### config.mk
export PLATFORM = sky130hd
export DESIGN_NAME = music_sequence_command_decoder_top
export DESIGN_NICKNAME = d
export VERILOG_FILES = /design/src/rtl/core/mscd_pkg.sv /design/src/rtl/core/music_sequence_command_decoder_top.sv /design/src/rtl/core/mscd_front.sv /design/src/rtl/core/mscd_gate.sv /design/src/rtl/core/mscd_queue.sv /design/src/rtl/core/mscd_back.sv
export SDC_FILE = /design/constraint.sdc
export NUM_CORES = 2
export LEC_CHECK = 0
export ABC_CLOCK_PERIOD_IN_PS = 8100
export BUFFER_PORTS_ARGS = -buffer_cell sky130_fd_sc_hd__buf_2
export CAP_MARGIN = 15
export CORE_ASPECT_RATIO = 0.75
export CORE_UTILIZATION = 32
export CTS_CLUSTER_SIZE = 8
export DETAILED_ROUTE_END_ITERATION = 10
export HOLD_SLACK_MARGIN = 0.12
export PLACE_DENSITY = 0.58
export RECOVER_POWER = 50
export SYNTH_ARGS = -nofsm -noshare
export SYNTH_HDL_FRONTEND = slang
export SYNTH_SLANG_ARGS = --single-unit
### constraint.sdc
create_clock -name clk -period 8.1 [get_ports clk]
set_input_delay 1.62 -clock clk [delete_from_list [all_inputs] [get_ports clk]]
set_output_delay 1.62 -clock clk [all_outputs]
set_load 0.05 [all_outputs]
### src/rtl/core/mscd_pkg.sv
// Package for the music sequence command decoder.
// Holds opcode constants, parser phase codes and the record types passed between stages.
package mscd_pkg;

  localparam logic [14:0] LEN_MAX = 15'h7FFF;

  // Record header bytes.
  localparam logic [7:0] NOTE_REC = 8'h90;
  localparam logic [7:0] REST_REC = 8'h80;

  // Note opcode ranges.
  localparam logic [7:0] OP_T8_FIRST  = 8'h00;
  localparam logic [7:0] OP_T8_LAST   = 8'h0C;
  localparam logic [7:0] OP_T16_FIRST = 8'h0D;
  localparam logic [7:0] OP_T16_LAST  = 8'h19;
  localparam logic [7:0] OP_DEF_FIRST = 8'h80;
  localparam logic [7:0] OP_DEF_LAST  = 8'h8C;

  // Commands.
  localparam logic [7:0] OP_GABS     = 8'hEA;
  localparam logic [7:0] OP_MUTE     = 8'hEC;
  localparam logic [7:0] OP_OCT_UP   = 8'hEE;
  localparam logic [7:0] OP_OCT_DN   = 8'hEF;
  localparam logic [7:0] OP_OCTB     = 8'hF0;
  localparam logic [7:0] OP_OCTN     = 8'hF1;
  localparam logic [7:0] OP_GREL     = 8'hF2;
  localparam logic [7:0] OP_LEN      = 8'hF3;
  localparam logic [7:0] OP_SKIP2    = 8'hF6;
  localparam logic [7:0] OP_NOCT_DN  = 8'hF7;
  localparam logic [7:0] OP_NOCT_UP  = 8'hF8;
  localparam logic [7:0] OP_SKIP1_A  = 8'hFA;
  localparam logic [7:0] OP_SKIP1_B  = 8'hFD;
  localparam logic [7:0] OP_SKIP3    = 8'hFE;
  localparam logic [7:0] OP_END      = 8'hFF;
  localparam logic [7:0] OP_PASS1_A  = 8'hE0;
  localparam logic [7:0] OP_PASS1_B  = 8'hE1;
  localparam logic [7:0] OP_PASS1_C  = 8'hF4;
  localparam logic [7:0] OP_PASS1_D  = 8'hF5;
  localparam logic [7:0] OP_PASS1_E  = 8'hF9;
  localparam logic [7:0] OP_PASS1_F  = 8'hFC;
  localparam logic [7:0] OP_PASS1_G  = 8'hE5;
  localparam logic [7:0] OP_PASS1_H  = 8'hEB;
  localparam logic [7:0] OP_PASS0    = 8'hE9;
  localparam logic [7:0] OP_PASS8_A  = 8'hE6;
  localparam logic [7:0] OP_PASS8_B  = 8'hE7;
  localparam logic [7:0] OP_PASS10   = 8'hE8;
  localparam logic [7:0] OP_PASS3    = 8'hE4;

  // Result queue between the gate stage and the output side.
  localparam int QDEPTH = 4;
  localparam int QPTR_W = $clog2(QDEPTH);
  localparam int QCNT_W = $clog2(QDEPTH + 1);

  typedef enum logic [11:0] {
    PH_OP    = 12'b0000_0000_0001,
    PH_T8    = 12'b0000_0000_0010,
    PH_T16LO = 12'b0000_0000_0100,
    PH_T16HI = 12'b0000_0000_1000,
    PH_OCTB  = 12'b0000_0001_0000,
    PH_OCTN  = 12'b0000_0010_0000,
    PH_GREL  = 12'b0000_0100_0000,
    PH_GABS  = 12'b0000_1000_0000,
    PH_LEN1  = 12'b0001_0000_0000,
    PH_LEN2  = 12'b0010_0000_0000,
    PH_SKIP  = 12'b0100_0000_0000,
    PH_PASS  = 12'b1000_0000_0000
  } phase_t;

  // Channel state as reported with every result.
  typedef struct packed {
    logic        mute;
    logic [31:0] total_time;
    logic [14:0] loop_pos;
    logic [31:0] loop_total;
    logic [14:0] out_len;
    logic        overflow;
  } status_t;

  // Classified item from the front stage.
  typedef struct packed {
    logic        kind;
    logic [2:0]  n;
    logic        is_note;
    logic        is_rest;
    logic [7:0]  pitch;
    logic [15:0] t;
    logic [12:0] q;
    logic [8:0]  g;
    logic        gabs;
    logic [7:0]  byte0;
    status_t     st;
  } rec_t;

  // One queued step: up to six bytes sharing a status snapshot.
  typedef struct packed {
    logic            kind;
    logic [2:0]      n;
    logic [5:0][7:0] bytes;
    status_t         st;
  } qent_t;

endpackage

### src/rtl/core/music_sequence_command_decoder_top.sv
// Music sequence command decoder for one channel. The front stage takes one input byte per
// cycle while not stalled, updates the parser and channel state and classifies the byte; the
// gate stage registers the record and multiplies out note on/off times; a four-entry queue
// then feeds the output side, which sends one result per cycle unless out_stall holds it. A
// stream byte thus enters every cycle while the queue has room. Sustained rate is set by the
// output side: a note step gives it six results, a rest three, a pass-through byte or
// summary one, and steps without results none.
// Depends on mscd_pkg, mscd_front, mscd_gate, mscd_queue and mscd_back.
module music_sequence_command_decoder_top import mscd_pkg::*; #(
  parameter int OUT_BUFFER_BYTES = 32768
) (
  input  logic        clk,
  input  logic        rst_n,
  input  logic        in_valid,
  output logic        in_stall,
  input  logic        in_command,
  input  logic [7:0]  in_stream_byte,
  input  logic        in_loop_block_start,
  output logic        out_valid,
  input  logic        out_stall,
  output logic        out_kind,
  output logic [7:0]  out_byte,
  output logic        out_last_of_run,
  output logic        out_mute,
  output logic [31:0] out_total_time,
  output logic [14:0] out_loop_start_position,
  output logic [31:0] out_loop_start_total,
  output logic [14:0] out_output_length,
  output logic        out_overflow
);

  logic  a_valid;
  rec_t  a_rec;
  logic  b_ready;
  logic  q_ready;
  logic  push;
  qent_t ent;
  logic  pop;
  logic  head_valid;
  qent_t head;

  mscd_front #(
    .OUT_BUFFER_BYTES(OUT_BUFFER_BYTES)
  ) u_front (
    .clk                (clk),
    .rst_n              (rst_n),
    .in_valid           (in_valid),
    .in_stall           (in_stall),
    .in_command         (in_command),
    .in_stream_byte     (in_stream_byte),
    .in_loop_block_start(in_loop_block_start),
    .b_ready            (b_ready),
    .a_valid            (a_valid),
    .a_rec              (a_rec)
  );

  mscd_gate u_gate (
    .clk    (clk),
    .rst_n  (rst_n),
    .a_valid(a_valid),
    .a_rec  (a_rec),
    .b_ready(b_ready),
    .q_ready(q_ready),
    .push   (push),
    .ent    (ent)
  );

  mscd_queue u_queue (
    .clk       (clk),
    .rst_n     (rst_n),
    .push      (push),
    .push_ent  (ent),
    .q_ready   (q_ready),
    .pop       (pop),
    .head_valid(head_valid),
    .head      (head)
  );

  mscd_back u_back (
    .clk                    (clk),
    .rst_n                  (rst_n),
    .head_valid             (head_valid),
    .head                   (head),
    .pop                    (pop),
    .out_valid              (out_valid),
    .out_stall              (out_stall),
    .out_kind               (out_kind),
    .out_byte               (out_byte),
    .out_last_of_run        (out_last_of_run),
    .out_mute               (out_mute),
    .out_total_time         (out_total_time),
    .out_loop_start_position(out_loop_start_position),
    .out_loop_start_total   (out_loop_start_total),
    .out_output_length      (out_output_length),
    .out_overflow           (out_overflow)
  );

endmodule

### src/rtl/core/mscd_front.sv
// Front stage: parses the command byte stream, keeps the channel state and classifies
// each item into a record. Depends on mscd_pkg.
module mscd_front import mscd_pkg::*; #(
  parameter int OUT_BUFFER_BYTES = 32768
) (
  input  logic       clk,
  input  logic       rst_n,
  input  logic       in_valid,
  output logic       in_stall,
  input  logic       in_command,
  input  logic [7:0] in_stream_byte,
  input  logic       in_loop_block_start,
  input  logic       b_ready,
  output logic       a_valid,
  output rec_t       a_rec
);

  localparam int CAP = (OUT_BUFFER_BYTES < int'(LEN_MAX)) ? OUT_BUFFER_BYTES : int'(LEN_MAX);
  localparam logic [15:0] CAP16 = 16'(CAP);

  phase_t      phase_r, phase_nxt;
  logic [7:0]  cur_op_r, cur_op_nxt;
  logic [7:0]  hold_r, hold_nxt;
  logic [3:0]  rem_r, rem_nxt;
  logic [7:0]  base_r, base_nxt;
  logic [7:0]  noct_r, noct_nxt;
  logic [14:0] dlen_r, dlen_nxt;
  logic [8:0]  gamt_r, gamt_nxt;
  logic        gabs_r, gabs_nxt;
  logic [31:0] tacc_r, tacc_nxt;
  logic [14:0] cnt_r, cnt_nxt;
  logic [14:0] lpos_r, lpos_nxt;
  logic [31:0] ltime_r, ltime_nxt;
  logic        mute_r, mute_nxt;
  logic        ovf_r, ovf_nxt;
  logic        a_valid_r, a_valid_nxt;
  rec_t        a_rec_r, a_rec_nxt;

  logic        accept;
  logic [7:0]  b;
  logic        note_go;
  logic [7:0]  nt;
  logic [15:0] t;
  logic        rest;
  logic [2:0]  emit_n;
  logic [7:0]  byte0;
  logic [3:0]  rem_dec;
  logic [15:0] sum16;

  assign in_stall = a_valid_r && !b_ready;
  assign accept   = in_valid && !in_stall;
  assign b        = in_stream_byte;
  assign a_valid  = a_valid_r;
  assign a_rec    = a_rec_r;

  always_comb begin
    phase_nxt = phase_r;
    cur_op_nxt = cur_op_r;
    hold_nxt = hold_r;
    rem_nxt = rem_r;
    base_nxt = base_r;
    noct_nxt = noct_r;
    dlen_nxt = dlen_r;
    gamt_nxt = gamt_r;
    gabs_nxt = gabs_r;
    tacc_nxt = tacc_r;
    cnt_nxt = cnt_r;
    lpos_nxt = lpos_r;
    ltime_nxt = ltime_r;
    mute_nxt = mute_r;
    ovf_nxt = ovf_r;
    note_go = 1'b0;
    nt = 8'h00;
    t = 16'h0000;
    emit_n = 3'd0;
    byte0 = 8'h00;
    rem_dec = (rem_r != 4'd0) ? rem_r - 4'd1 : 4'd0;

    if (accept && !in_command) begin
      // The loop mark sees the state from before this byte.
      if (in_loop_block_start) begin
        lpos_nxt = cnt_r;
        ltime_nxt = tacc_r;
      end
      unique case (phase_r)
        PH_T8: begin
          phase_nxt = PH_OP;
          note_go = 1'b1;
          nt = cur_op_r;
          t = {8'h00, b};
        end
        PH_T16LO: begin
          hold_nxt = b;
          phase_nxt = PH_T16HI;
        end
        PH_T16HI: begin
          phase_nxt = PH_OP;
          note_go = 1'b1;
          nt = cur_op_r - OP_T16_FIRST;
          t = {b, hold_r};
        end
        PH_OCTB: begin
          base_nxt = b;
          noct_nxt = b;
          phase_nxt = PH_OP;
        end
        PH_OCTN: begin
          noct_nxt = b;
          phase_nxt = PH_OP;
        end
        PH_GREL: begin
          gabs_nxt = 1'b0;
          gamt_nxt = {1'b0, b} + 9'd1;
          phase_nxt = PH_OP;
        end
        PH_GABS: begin
          gabs_nxt = 1'b1;
          gamt_nxt = {1'b0, b};
          phase_nxt = PH_OP;
        end
        PH_LEN1: begin
          if (b[7]) begin
            hold_nxt = b;
            phase_nxt = PH_LEN2;
          end else begin
            dlen_nxt = {7'h00, b};
            phase_nxt = PH_OP;
          end
        end
        PH_LEN2: begin
          dlen_nxt = {hold_r[6:0], b};
          phase_nxt = PH_OP;
        end
        PH_SKIP, PH_PASS: begin
          if (phase_r == PH_PASS) begin
            emit_n = 3'd1;
            byte0 = b;
          end
          rem_nxt = rem_dec;
          if (rem_dec == 4'd0) begin
            phase_nxt = PH_OP;
          end
        end
        default: begin
          phase_nxt = PH_OP;
          if (b != OP_END) begin
            cur_op_nxt = b;
          end
          unique case (b) inside
            [OP_T8_FIRST:OP_T8_LAST]:   phase_nxt = PH_T8;
            [OP_T16_FIRST:OP_T16_LAST]: phase_nxt = PH_T16LO;
            [OP_DEF_FIRST:OP_DEF_LAST]: begin
              note_go = 1'b1;
              nt = {1'b0, b[6:0]};
              t = {1'b0, dlen_r};
            end
            OP_OCT_UP: begin
              base_nxt = {5'h00, base_r[2:0] + 3'd1};
              noct_nxt = {5'h00, base_r[2:0] + 3'd1};
            end
            OP_OCT_DN: begin
              base_nxt = {5'h00, base_r[2:0] - 3'd1};
              noct_nxt = {5'h00, base_r[2:0] - 3'd1};
            end
            OP_OCTB:    phase_nxt = PH_OCTB;
            OP_OCTN:    phase_nxt = PH_OCTN;
            OP_GREL:    phase_nxt = PH_GREL;
            OP_GABS:    phase_nxt = PH_GABS;
            OP_LEN:     phase_nxt = PH_LEN1;
            OP_NOCT_DN: noct_nxt = {5'h00, noct_r[2:0] - 3'd1};
            OP_NOCT_UP: noct_nxt = {5'h00, noct_r[2:0] + 3'd1};
            OP_SKIP2: begin
              phase_nxt = PH_SKIP;
              rem_nxt = 4'd2;
            end
            OP_SKIP1_A, OP_SKIP1_B: begin
              phase_nxt = PH_SKIP;
              rem_nxt = 4'd1;
            end
            OP_SKIP3: begin
              phase_nxt = PH_SKIP;
              rem_nxt = 4'd3;
            end
            OP_PASS1_A, OP_PASS1_B, OP_PASS1_C, OP_PASS1_D,
            OP_PASS1_E, OP_PASS1_F, OP_PASS1_G, OP_PASS1_H: begin
              emit_n = 3'd1;
              byte0 = b;
              phase_nxt = PH_PASS;
              rem_nxt = 4'd1;
            end
            OP_PASS0: begin
              emit_n = 3'd1;
              byte0 = b;
            end
            OP_PASS8_A, OP_PASS8_B: begin
              emit_n = 3'd1;
              byte0 = b;
              phase_nxt = PH_PASS;
              rem_nxt = 4'd8;
            end
            OP_PASS10: begin
              emit_n = 3'd1;
              byte0 = b;
              phase_nxt = PH_PASS;
              rem_nxt = 4'd10;
            end
            OP_PASS3: begin
              emit_n = 3'd1;
              byte0 = b;
              phase_nxt = PH_PASS;
              rem_nxt = 4'd3;
            end
            OP_MUTE: begin
              mute_nxt = 1'b1;
              note_go = 1'b1;
            end
            default: ;
          endcase
        end
      endcase
    end

    // With an absolute gate, on time is zero exactly when the time equals the amount.
    rest = (nt == 8'h00) || (gabs_r && (t != 16'd1) && (t == {7'h00, gamt_r}));
    if (note_go) begin
      emit_n = rest ? 3'd3 : 3'd6;
      tacc_nxt = tacc_r + {{16{t[15]}}, t};
      noct_nxt = base_r;
    end

    sum16 = {1'b0, cnt_r} + {13'h0000, emit_n};
    if (sum16 > CAP16) begin
      cnt_nxt = CAP16[14:0];
      ovf_nxt = 1'b1;
    end else begin
      cnt_nxt = sum16[14:0];
    end
    if (!accept || in_command) begin
      cnt_nxt = cnt_r;
      ovf_nxt = ovf_r;
    end

    a_rec_nxt.kind = in_command;
    a_rec_nxt.n = in_command ? 3'd1 : emit_n;
    a_rec_nxt.is_note = note_go;
    a_rec_nxt.is_rest = rest;
    a_rec_nxt.pitch = {noct_r[4:0], 3'b000} + {noct_r[5:0], 2'b00} + nt - 8'd1;
    a_rec_nxt.t = t;
    // Time divided by eight and rounded toward minus infinity, ready for the gate multiply.
    a_rec_nxt.q = t[15:3];
    a_rec_nxt.g = gamt_r;
    a_rec_nxt.gabs = gabs_r;
    a_rec_nxt.byte0 = in_command ? 8'h00 : byte0;
    a_rec_nxt.st.mute = mute_nxt;
    a_rec_nxt.st.total_time = tacc_nxt;
    a_rec_nxt.st.loop_pos = lpos_nxt;
    a_rec_nxt.st.loop_total = ltime_nxt;
    a_rec_nxt.st.out_len = cnt_nxt;
    a_rec_nxt.st.overflow = ovf_nxt;

    a_valid_nxt = a_valid_r && !b_ready;
    if (accept && (in_command || emit_n != 3'd0)) begin
      a_valid_nxt = 1'b1;
    end
  end

  always_ff @(posedge clk) begin
    if (!rst_n) begin
      phase_r <= PH_OP;
      cur_op_r <= 8'h00;
      hold_r <= 8'h00;
      rem_r <= 4'd0;
      base_r <= 8'd4;
      noct_r <= 8'd4;
      dlen_r <= 15'd64;
      gamt_r <= 9'd7;
      gabs_r <= 1'b0;
      tacc_r <= 32'd0;
      cnt_r <= 15'd0;
      lpos_r <= 15'd0;
      ltime_r <= 32'd0;
      mute_r <= 1'b0;
      ovf_r <= 1'b0;
      a_valid_r <= 1'b0;
    end else begin
      phase_r <= phase_nxt;
      cur_op_r <= cur_op_nxt;
      hold_r <= hold_nxt;
      rem_r <= rem_nxt;
      base_r <= base_nxt;
      noct_r <= noct_nxt;
      dlen_r <= dlen_nxt;
      gamt_r <= gamt_nxt;
      gabs_r <= gabs_nxt;
      tacc_r <= tacc_nxt;
      cnt_r <= cnt_nxt;
      lpos_r <= lpos_nxt;
      ltime_r <= ltime_nxt;
      mute_r <= mute_nxt;
      ovf_r <= ovf_nxt;
      a_valid_r <= a_valid_nxt;
    end
  end

  always_ff @(posedge clk) begin
    if (accept) begin
      a_rec_r <= a_rec_nxt;
    end
  end

endmodule

### src/rtl/core/mscd_gate.sv
// Gate stage: multiplies out note gate times, formats note and rest records and passes
// other bytes through. Depends on mscd_pkg; sits between mscd_front and mscd_queue.
module mscd_gate import mscd_pkg::*; (
  input  logic  clk,
  input  logic  rst_n,
  input  logic  a_valid,
  input  rec_t  a_rec,
  output logic  b_ready,
  input  logic  q_ready,
  output logic  push,
  output qent_t ent
);

  logic               b_valid_r;
  rec_t               b_rec_r;
  logic [15:0]        b_prod_r;
  logic signed [22:0] prod_full;
  logic [15:0]        t;
  logic [15:0]        p;
  logic [15:0]        d;
  logic [15:0]        on;
  logic [15:0]        off;

  assign b_ready   = !b_valid_r || q_ready;
  assign push      = b_valid_r && q_ready;
  assign prod_full = $signed(a_rec.q) * $signed({1'b0, a_rec.g});

  always_ff @(posedge clk) begin
    if (!rst_n) begin
      b_valid_r <= 1'b0;
    end else if (b_ready) begin
      b_valid_r <= a_valid;
    end
  end

  always_ff @(posedge clk) begin
    if (b_ready && a_valid) begin
      b_rec_r <= a_rec;
      b_prod_r <= prod_full[15:0];
    end
  end

  always_comb begin
    t = b_rec_r.t;
    p = (b_prod_r == 16'd0) ? 16'd1 : b_prod_r;
    if (t == p) begin
      p = p - 16'd1;
    end
    d = t - {7'h00, b_rec_r.g};
    if (t == 16'd1) begin
      on = 16'd1;
    end else if (!b_rec_r.gabs) begin
      on = (b_rec_r.g == 9'd8) ? t - 16'd1 : p;
    end else begin
      on = d[15] ? 16'd1 : d;
    end
    off = t - on;

    ent.kind = b_rec_r.kind;
    ent.n = b_rec_r.n;
    ent.st = b_rec_r.st;
    ent.bytes = '0;
    if (b_rec_r.is_note && b_rec_r.is_rest) begin
      ent.bytes[0] = REST_REC;
      ent.bytes[1] = t[7:0];
      ent.bytes[2] = t[15:8];
    end else if (b_rec_r.is_note) begin
      ent.bytes[0] = NOTE_REC;
      ent.bytes[1] = b_rec_r.pitch;
      ent.bytes[2] = on[7:0];
      ent.bytes[3] = on[15:8];
      ent.bytes[4] = off[7:0];
      ent.bytes[5] = off[15:8];
    end else begin
      ent.bytes[0] = b_rec_r.byte0;
    end
  end

endmodule

### src/rtl/core/mscd_queue.sv
// Short queue of formatted steps between the gate stage and the output side.
// Depends on mscd_pkg.
module mscd_queue import mscd_pkg::*; (
  input  logic  clk,
  input  logic  rst_n,
  input  logic  push,
  input  qent_t push_ent,
  output logic  q_ready,
  input  logic  pop,
  output logic  head_valid,
  output qent_t head
);

  qent_t             mem_r [QDEPTH];
  logic [QPTR_W-1:0] wr_ptr_r;
  logic [QPTR_W-1:0] rd_ptr_r;
  logic [QCNT_W-1:0] cnt_r;
  logic              do_push;
  logic              do_pop;

  assign q_ready    = (cnt_r != QCNT_W'(QDEPTH));
  assign head_valid = (cnt_r != '0);
  assign head       = mem_r[rd_ptr_r];
  assign do_push    = push && q_ready;
  assign do_pop     = pop && head_valid;

  always_ff @(posedge clk) begin
    if (!rst_n) begin
      wr_ptr_r <= '0;
      rd_ptr_r <= '0;
      cnt_r <= '0;
    end else begin
      if (do_push) begin
        wr_ptr_r <= wr_ptr_r + 1'b1;
      end
      if (do_pop) begin
        rd_ptr_r <= rd_ptr_r + 1'b1;
      end
      if (do_push && !do_pop) begin
        cnt_r <= cnt_r + 1'b1;
      end else if (do_pop && !do_push) begin
        cnt_r <= cnt_r - 1'b1;
      end
    end
  end

  always_ff @(posedge clk) begin
    if (do_push) begin
      mem_r[wr_ptr_r] <= push_ent;
    end
  end

endmodule

### src/rtl/core/mscd_back.sv
// Output side: walks the bytes of the queue head, one result per transfer.
// Depends on mscd_pkg; reads from mscd_queue.
module mscd_back import mscd_pkg::*; (
  input  logic        clk,
  input  logic        rst_n,
  input  logic        head_valid,
  input  qent_t       head,
  output logic        pop,
  output logic        out_valid,
  input  logic        out_stall,
  output logic        out_kind,
  output logic [7:0]  out_byte,
  output logic        out_last_of_run,
  output logic        out_mute,
  output logic [31:0] out_total_time,
  output logic [14:0] out_loop_start_position,
  output logic [31:0] out_loop_start_total,
  output logic [14:0] out_output_length,
  output logic        out_overflow
);

  logic [2:0] k_r;
  logic       xfer;

  assign out_valid               = head_valid;
  assign xfer                    = head_valid && !out_stall;
  assign out_kind                = head.kind;
  assign out_byte                = head.bytes[k_r];
  assign out_last_of_run         = (k_r == head.n - 3'd1);
  assign out_mute                = head.st.mute;
  assign out_total_time          = head.st.total_time;
  assign out_loop_start_position = head.st.loop_pos;
  assign out_loop_start_total    = head.st.loop_total;
  assign out_output_length       = head.st.out_len;
  assign out_overflow            = head.st.overflow;
  assign pop                     = xfer && out_last_of_run;

  always_ff @(posedge clk) begin
    if (!rst_n) begin
      k_r <= 3'd0;
    end else if (xfer) begin
      k_r <= out_last_of_run ? 3'd0 : k_r + 3'd1;
    end
  end

endmodule

# Word level (Yosys, flattened, before mapping)
# Memory sizes are Yosys's and may differ from the RTL's. A register that Yosys moved wholly into a read port is not among the register bits.
# Cells that the tools add are included.
# word_totals
register_bits	494
ram_bits	592
input_bits	14
out_inout_bits	108
elab_cells	277
memories	1
# classes
add_sub_neg	22
mul	1
order_cmp	8
eq_ne	50
n_mux	69
bitwise	4
reduce_logical	69
# memory_table
memory	words	word_bits	rd	rd_ports_with_merged_regs	wr	line_no	source
u_queue.mem_r	4	148	1	1	1	mscd_queue.sv:14	qent_t mem_r [QDEPTH];
# ops
op	n
$eq A8 B8 Y1 const B	27
$pmux W12 S9	1
$mux W15	7
$mux W16	6
$mux W32	3
$mux W24	2
$mux W8	6
$pmux W12 S4	1
$pmux W16 S3	1
$mux W40	1
$pmux W6 S2	3
$add A32 B32 Y32	1
$pmux W8 S2	2
$sub A16 B1 Y16 const B	2
$pmux W15 S2	1
$reduce_or A9 Y1	3
$bmux W8 S3	1
$pmux W6 S4	1
$pmux W8 S3	1
$pmux W4 S5	1
$reduce_or A10 Y1	2
$logic_and A1 B1 Y1	18
$mux W3	6
$pmux W9 S2	1
other kinds (69)	125

# Longest topological paths before layout
# logic_depth
word_depth	18
mapped_depth	26
depth_no_buf	23

# Cells and area by module
# A second synthesis with hierarchy kept.
# unflattened
cells_unflattened	3602
hier_area_um2	50458.4
# by_module_without_submodules
mod	n_inst	cells_each	area_per_inst_um2	seq_area_each_um2
mscd_queue	1	821	21948.6	17957.2
mscd_front	1	1545	15527.4	7647.3
mscd_gate	1	1069	11601.1	4824.6
mscd_back	1	167	1381.3	60.1

# Least setup slack after synthesis
# Ideal clock, no wire load.
# synth_path
path_kind	input port to flip-flop
startpoint	in in_valid
endpoint	reg u_front.a_rec_r, in the netlist u_front.a_rec[0] (enable)
setup_time_ns	0.650
arrival_time_ns	7.631
required_time_ns	7.450
path_slack_ns	-0.181
stages	2
n_path_buf	0
cell_sequence	inv_1 -> nor2_1
# synth_between
elab_chain_cells	1
# synth_lines
element	line_no	source
from (decl)	music_sequence_command_decoder_top.sv:14	input logic in_valid,
$logic_and A1 B1 Y1	mscd_front.sv:51	assign accept = in_valid && !in_stall;
named net u_front.accept	mscd_front.sv:39	logic accept;
to (signal assigned)	mscd_front.sv:307	a_rec_r <= a_rec_nxt;
to (decl)	mscd_front.sv:37	rec_t a_rec_r, a_rec_nxt;
# The timed path passes the listed nets, and every way through them passes these cells.
# A chain may end at the register's enable or synchronous reset.

# Final worst setup path
# layout_path
startpoint	reg u_queue.cnt_r[0]
endpoint	mem u_queue.mem_r[3][77] in the netlist's numbering (enable)
# layout_between
elab_chain_cells	5
# layout_lines
element	line_no	source
from (decl)	mscd_queue.sv:17	logic [QCNT_W-1:0] cnt_r;
from (signal assigned)	mscd_queue.sv:40	cnt_r <= cnt_r + 1'b1;
from (signal assigned)	mscd_queue.sv:42	cnt_r <= cnt_r - 1'b1;
$ne A3 B3 Y1 *	mscd_queue.sv:21	assign q_ready = (cnt_r != QCNT_W'(QDEPTH));
$logic_and A1 B1 Y1	mscd_gate.sv:25	assign push = b_valid_r && q_ready;
$logic_and A1 B1 Y1 *	mscd_queue.sv:24	assign do_push = push && q_ready;
named net u_queue.do_push	mscd_queue.sv:18	logic do_push;
$mux W1 *	mscd_queue.sv:48	if (do_push) begin
$mux W1 (implied by the code) *	mscd_queue.sv:49	mem_r[wr_ptr_r] <= push_ent;
to (decl)	mscd_queue.sv:14	
# Mark *: on every way through the listed nets, which the timed path passes. The rest lies on a longest branch.

==> results.sh <==
export IMPL_p_leak_nw=19.4
export IMPL_coreArea_mm2=0.148
export IMPL_max_slew_margin=-1.61
export IMPL_yosys_area_top_type_share=0.560
export IMPL_ioPinCount=122
export IMPL_share_seq_of_total_power=0.475
export IMPL_fmax_mhz=148
export IMPL_synth_top_cell_by_area="edfxtp_1"
export IMPL_fin_nets=3668
export IMPL_layout_cells_non_filler=5557
export IMPL_cpMaxStageDelayCell="clkbuf_1"
export IMPL_crit_path_max_incr_delay_ns=2.57
export IMPL_synth_area_top_cells="edfxtp_1 56%, dfxtp_1 7.5%, mux4_2 7.3%, ha_1 3.3%, fa_1 3.1%"
export IMPL_power_internal_mw=10.1
export IMPL_endpoint_kind="flop"
export IMPL_drive_above_1_share=0.159
export IMPL_cp_start_kind="flop"
export IMPL_cp_startpoint="u_queue.cnt_r[0]"
export IMPL_htree_levels=4
export IMPL_crit_reg2reg_launch="u_queue.cnt_r[0]"
export IMPL_rsz0062_at_grt="false"
export IMPL_start_util=0.324
export IMPL_grt_total_usage=0.148
export IMPL_violations="capacitance limit, slew limit"
export IMPL_min_period_over_period=0.834
export IMPL_holdBufCountCts=0
export IMPL_dr_total_vias=27700
export IMPL_cts_inserted_buffers=153
export IMPL_gr_total_overflow=0
export IMPL_crit_arrival_ns=7.02
export IMPL_clkPwrFrac=0.458
export IMPL_status="complete, but fails checks"
export IMPL_cts_clk_slew_worst_paths_ns=0.05
export IMPL_area_growth_pct=15.2
export IMPL_swShare=0.227
export IMPL_drt_wirelength_per_cell_um=20.5
export IMPL_first_pass_iters=5
export IMPL_syn_area_per_cell_um2=14.6
export IMPL_slew_viol_final=766
export IMPL_p_sw_mw=2.95
export IMPL_clk_latency_ns=0.74
export IMPL_grt_pass1_wl_um=173000
export IMPL_worstRegToRegCells=4
export IMPL_hold_viol=0
export IMPL_cts_sinks=1075
export IMPL_power_density_mw_per_mm2=235
export IMPL_totalNegativeSetupSlack_ns=0
export IMPL_grt_start_max_net_pins=135
export IMPL_vias_per_cell=4.98
export IMPL_rows=122
export IMPL_synth_warnings=0
export IMPL_cts_buffer_depth=3
export IMPL_synth_seq_cells=1075
export IMPL_drt_wl_total_um=114000
export IMPL_ys_top_cells_by_count="896 x edfxtp_1, 197 x nor2_1, 183 x nand2_1"
export IMPL_setup_viol=0
export IMPL_die_h_um=338
export IMPL_skew_ns=0.0315
export IMPL_synth_edf_count=896
export IMPL_gp_congestion=0.897
export IMPL_syn_area_mm2=0.0481
export IMPL_async_reset_ff_frac=0
export IMPL_synth_cells=3298
export IMPL_endpoint="u_queue.mem_r[3][77]"
export IMPL_peakVddDrop_mv=0.214
export IMPL_cp_required_ns=8.36
export IMPL_cts_tree="yes"
export IMPL_drc=0
export IMPL_r2r_setup_slack_ns=1.35
export IMPL_ys_types=84
export IMPL_drtIter0Drc=2378
export IMPL_synth_nets=3512
export IMPL_final_util=0.373
export IMPL_ys_flop_type="edfxtp_1"
export IMPL_combPwrFrac=0.067
export IMPL_grt_pass1_vias=27400
export IMPL_post_cts_buffers=0
export IMPL_dp_hpwl_um=74700
export IMPL_worst_pin_slew_ns=3.92
export IMPL_drv_cap=15
export IMPL_antenna_found_initial=8
export IMPL_io_buffers=121
export IMPL_cp_max_fo=51
export IMPL_min_period_ns=6.75
export IMPL_die_width_um=450
export IMPL_final_antenna_net_count=0
export IMPL_crit_chain="nor2_1 -> a21boi_0 -> and2_0 -> clkbuf_1"
export IMPL_reg2reg_to="u_queue.mem_r[3][77]"
export IMPL_hp_class="reg2reg"
export IMPL_yosysMostFrequentCell="edfxtp_1"
export IMPL_cts_resized=0
export IMPL_synth_seq_area_share=0.634
export IMPL_dp_cells=5281
export IMPL_dieArea_mm2=0.152
export IMPL_cts_root_buf="clkbuf_16"
export IMPL_worstSetupPathType="reg2reg"
[cell type report]
cell class,count,area [um2]
Tap cell,1984,2480
Sequential cell,1075,30500
Timing Repair Buffer,160,872
Inverter,161,604
Multi-Input combinational cell,1903,16400
Fill cell,13900,93000
Clock buffer,258,4310
Clock inverter,13,224
Antenna cell,3,7.51
[per-stage QoR]
step                hold WS, ns  worst slack (ns)  cell area (um2)  total power, mW
finish                    0.402              1.35            55400             13.0
global route              0.416             0.824            55400             13.5
CTS                       0.403              1.64            55400             13.2
detailed placement        0.405             0.845            50900             7.16
global placement          0.402             0.970            50900             7.15
floorplan                 0.400              1.88            48100             6.90
[sequential cells by signal, indices dropped and copies added (netlist names), 9 cells and up, named ones only]
signal           cells
u_front.a_rec      144
u_front.ltime_r     32
u_front.phase_r     12
u_front.dlen_r      15
u_gate.ent         100
u_gate.b_prod_r     16
u_gate.b_rec_r      28
u_front.cnt_r       15
u_gate.t            16
u_front.lpos_r      15
u_front.tacc_r      32
u_queue.mem_r      592
u_front.gamt_r       9
[how the worst min path moves through the flow]
stage,startpoint,depth (start not counted),endpoint
2_1_floorplan,u_front.a_rec[100],0,u_gate.b_rec_r[100]
4_1_cts,u_front.a_rec[100],0,u_gate.b_rec_r[100]
5_1_grt,u_front.a_rec[33],0,u_gate.ent[33]
3_5_place_dp,u_front.a_rec[100],0,u_gate.b_rec_r[100]
6_report,u_front.a_rec[100],0,u_gate.b_rec_r[100]
3_3_place_gp,u_front.a_rec[152],0,u_gate.b_rec_r[152]
[layout by cell type (no fill, tap or decap), drive strengths merged, types with 113 or more instances in the layout]
master / Yosys / final
a21oi: 113 / 113
nor2: 198 / 198
mux4: 156 / 156
inv: 161 / 168
clkbuf: 120 / 270
ha: 125 / 125
dfxtp: 179 / 179
buf: 39 / 147
edfxtp: 896 / 896
nand2: 183 / 183
and2: 169 / 169
[cell families (layout without fill, tap and decap cells)]
family | after synthesis | count (layout) | synth area share
AO/OA/AOI/OAI | 456 | 456 | 0.0637
XOR/XNOR | 154 | 154 | 0.0280
adder cells (fa/ha/maj) | 200 | 200 | 0.0637
buffers and inverters | 320 | 592 | 0.0257
flip-flops | 1075 | 1075 | 0.634
multiplexers | 260 | 260 | 0.0961
other | 0 | 3 | 0
AND/OR/NAND/NOR | 833 | 833 | 0.0887
[metal layers]
metal / part of all wire / wire [um] / vias to the layer above / GRT usage
met5: 0.00024 / 27 / - / 0
met4: 0.021 / 2440 / 4 / 0.0472
met3: 0.064 / 7300 / 148 / 0.0333
met2: 0.42 / 47300 / 831 / 0.208
met1: 0.50 / 56500 / 14000 / 0.225
li1: - / - / 12700 / -
[worst max-delay path: cells and delay by family (launching register included)]
| family | cells | cell delay (ns) |
|---|---|---|
| compound gates | 1 | 0.66 |
| flops | 1 | 0.43 |
| simple gates | 2 | 2.47 |
| buf+inv | 1 | 2.57 |
[power groups by stage]
stage	Combinational, mW	Sequential, mW	Clock (mW)
floorplan	0.662	6.24	0
CTS	0.880	6.18	6.10
finish	0.867	6.19	5.96
global route	0.959	6.19	6.35
detailed placement	0.875	6.29	0
global placement	0.868	6.29	0
No activity file was read; power rests on OpenSTA's default activity.
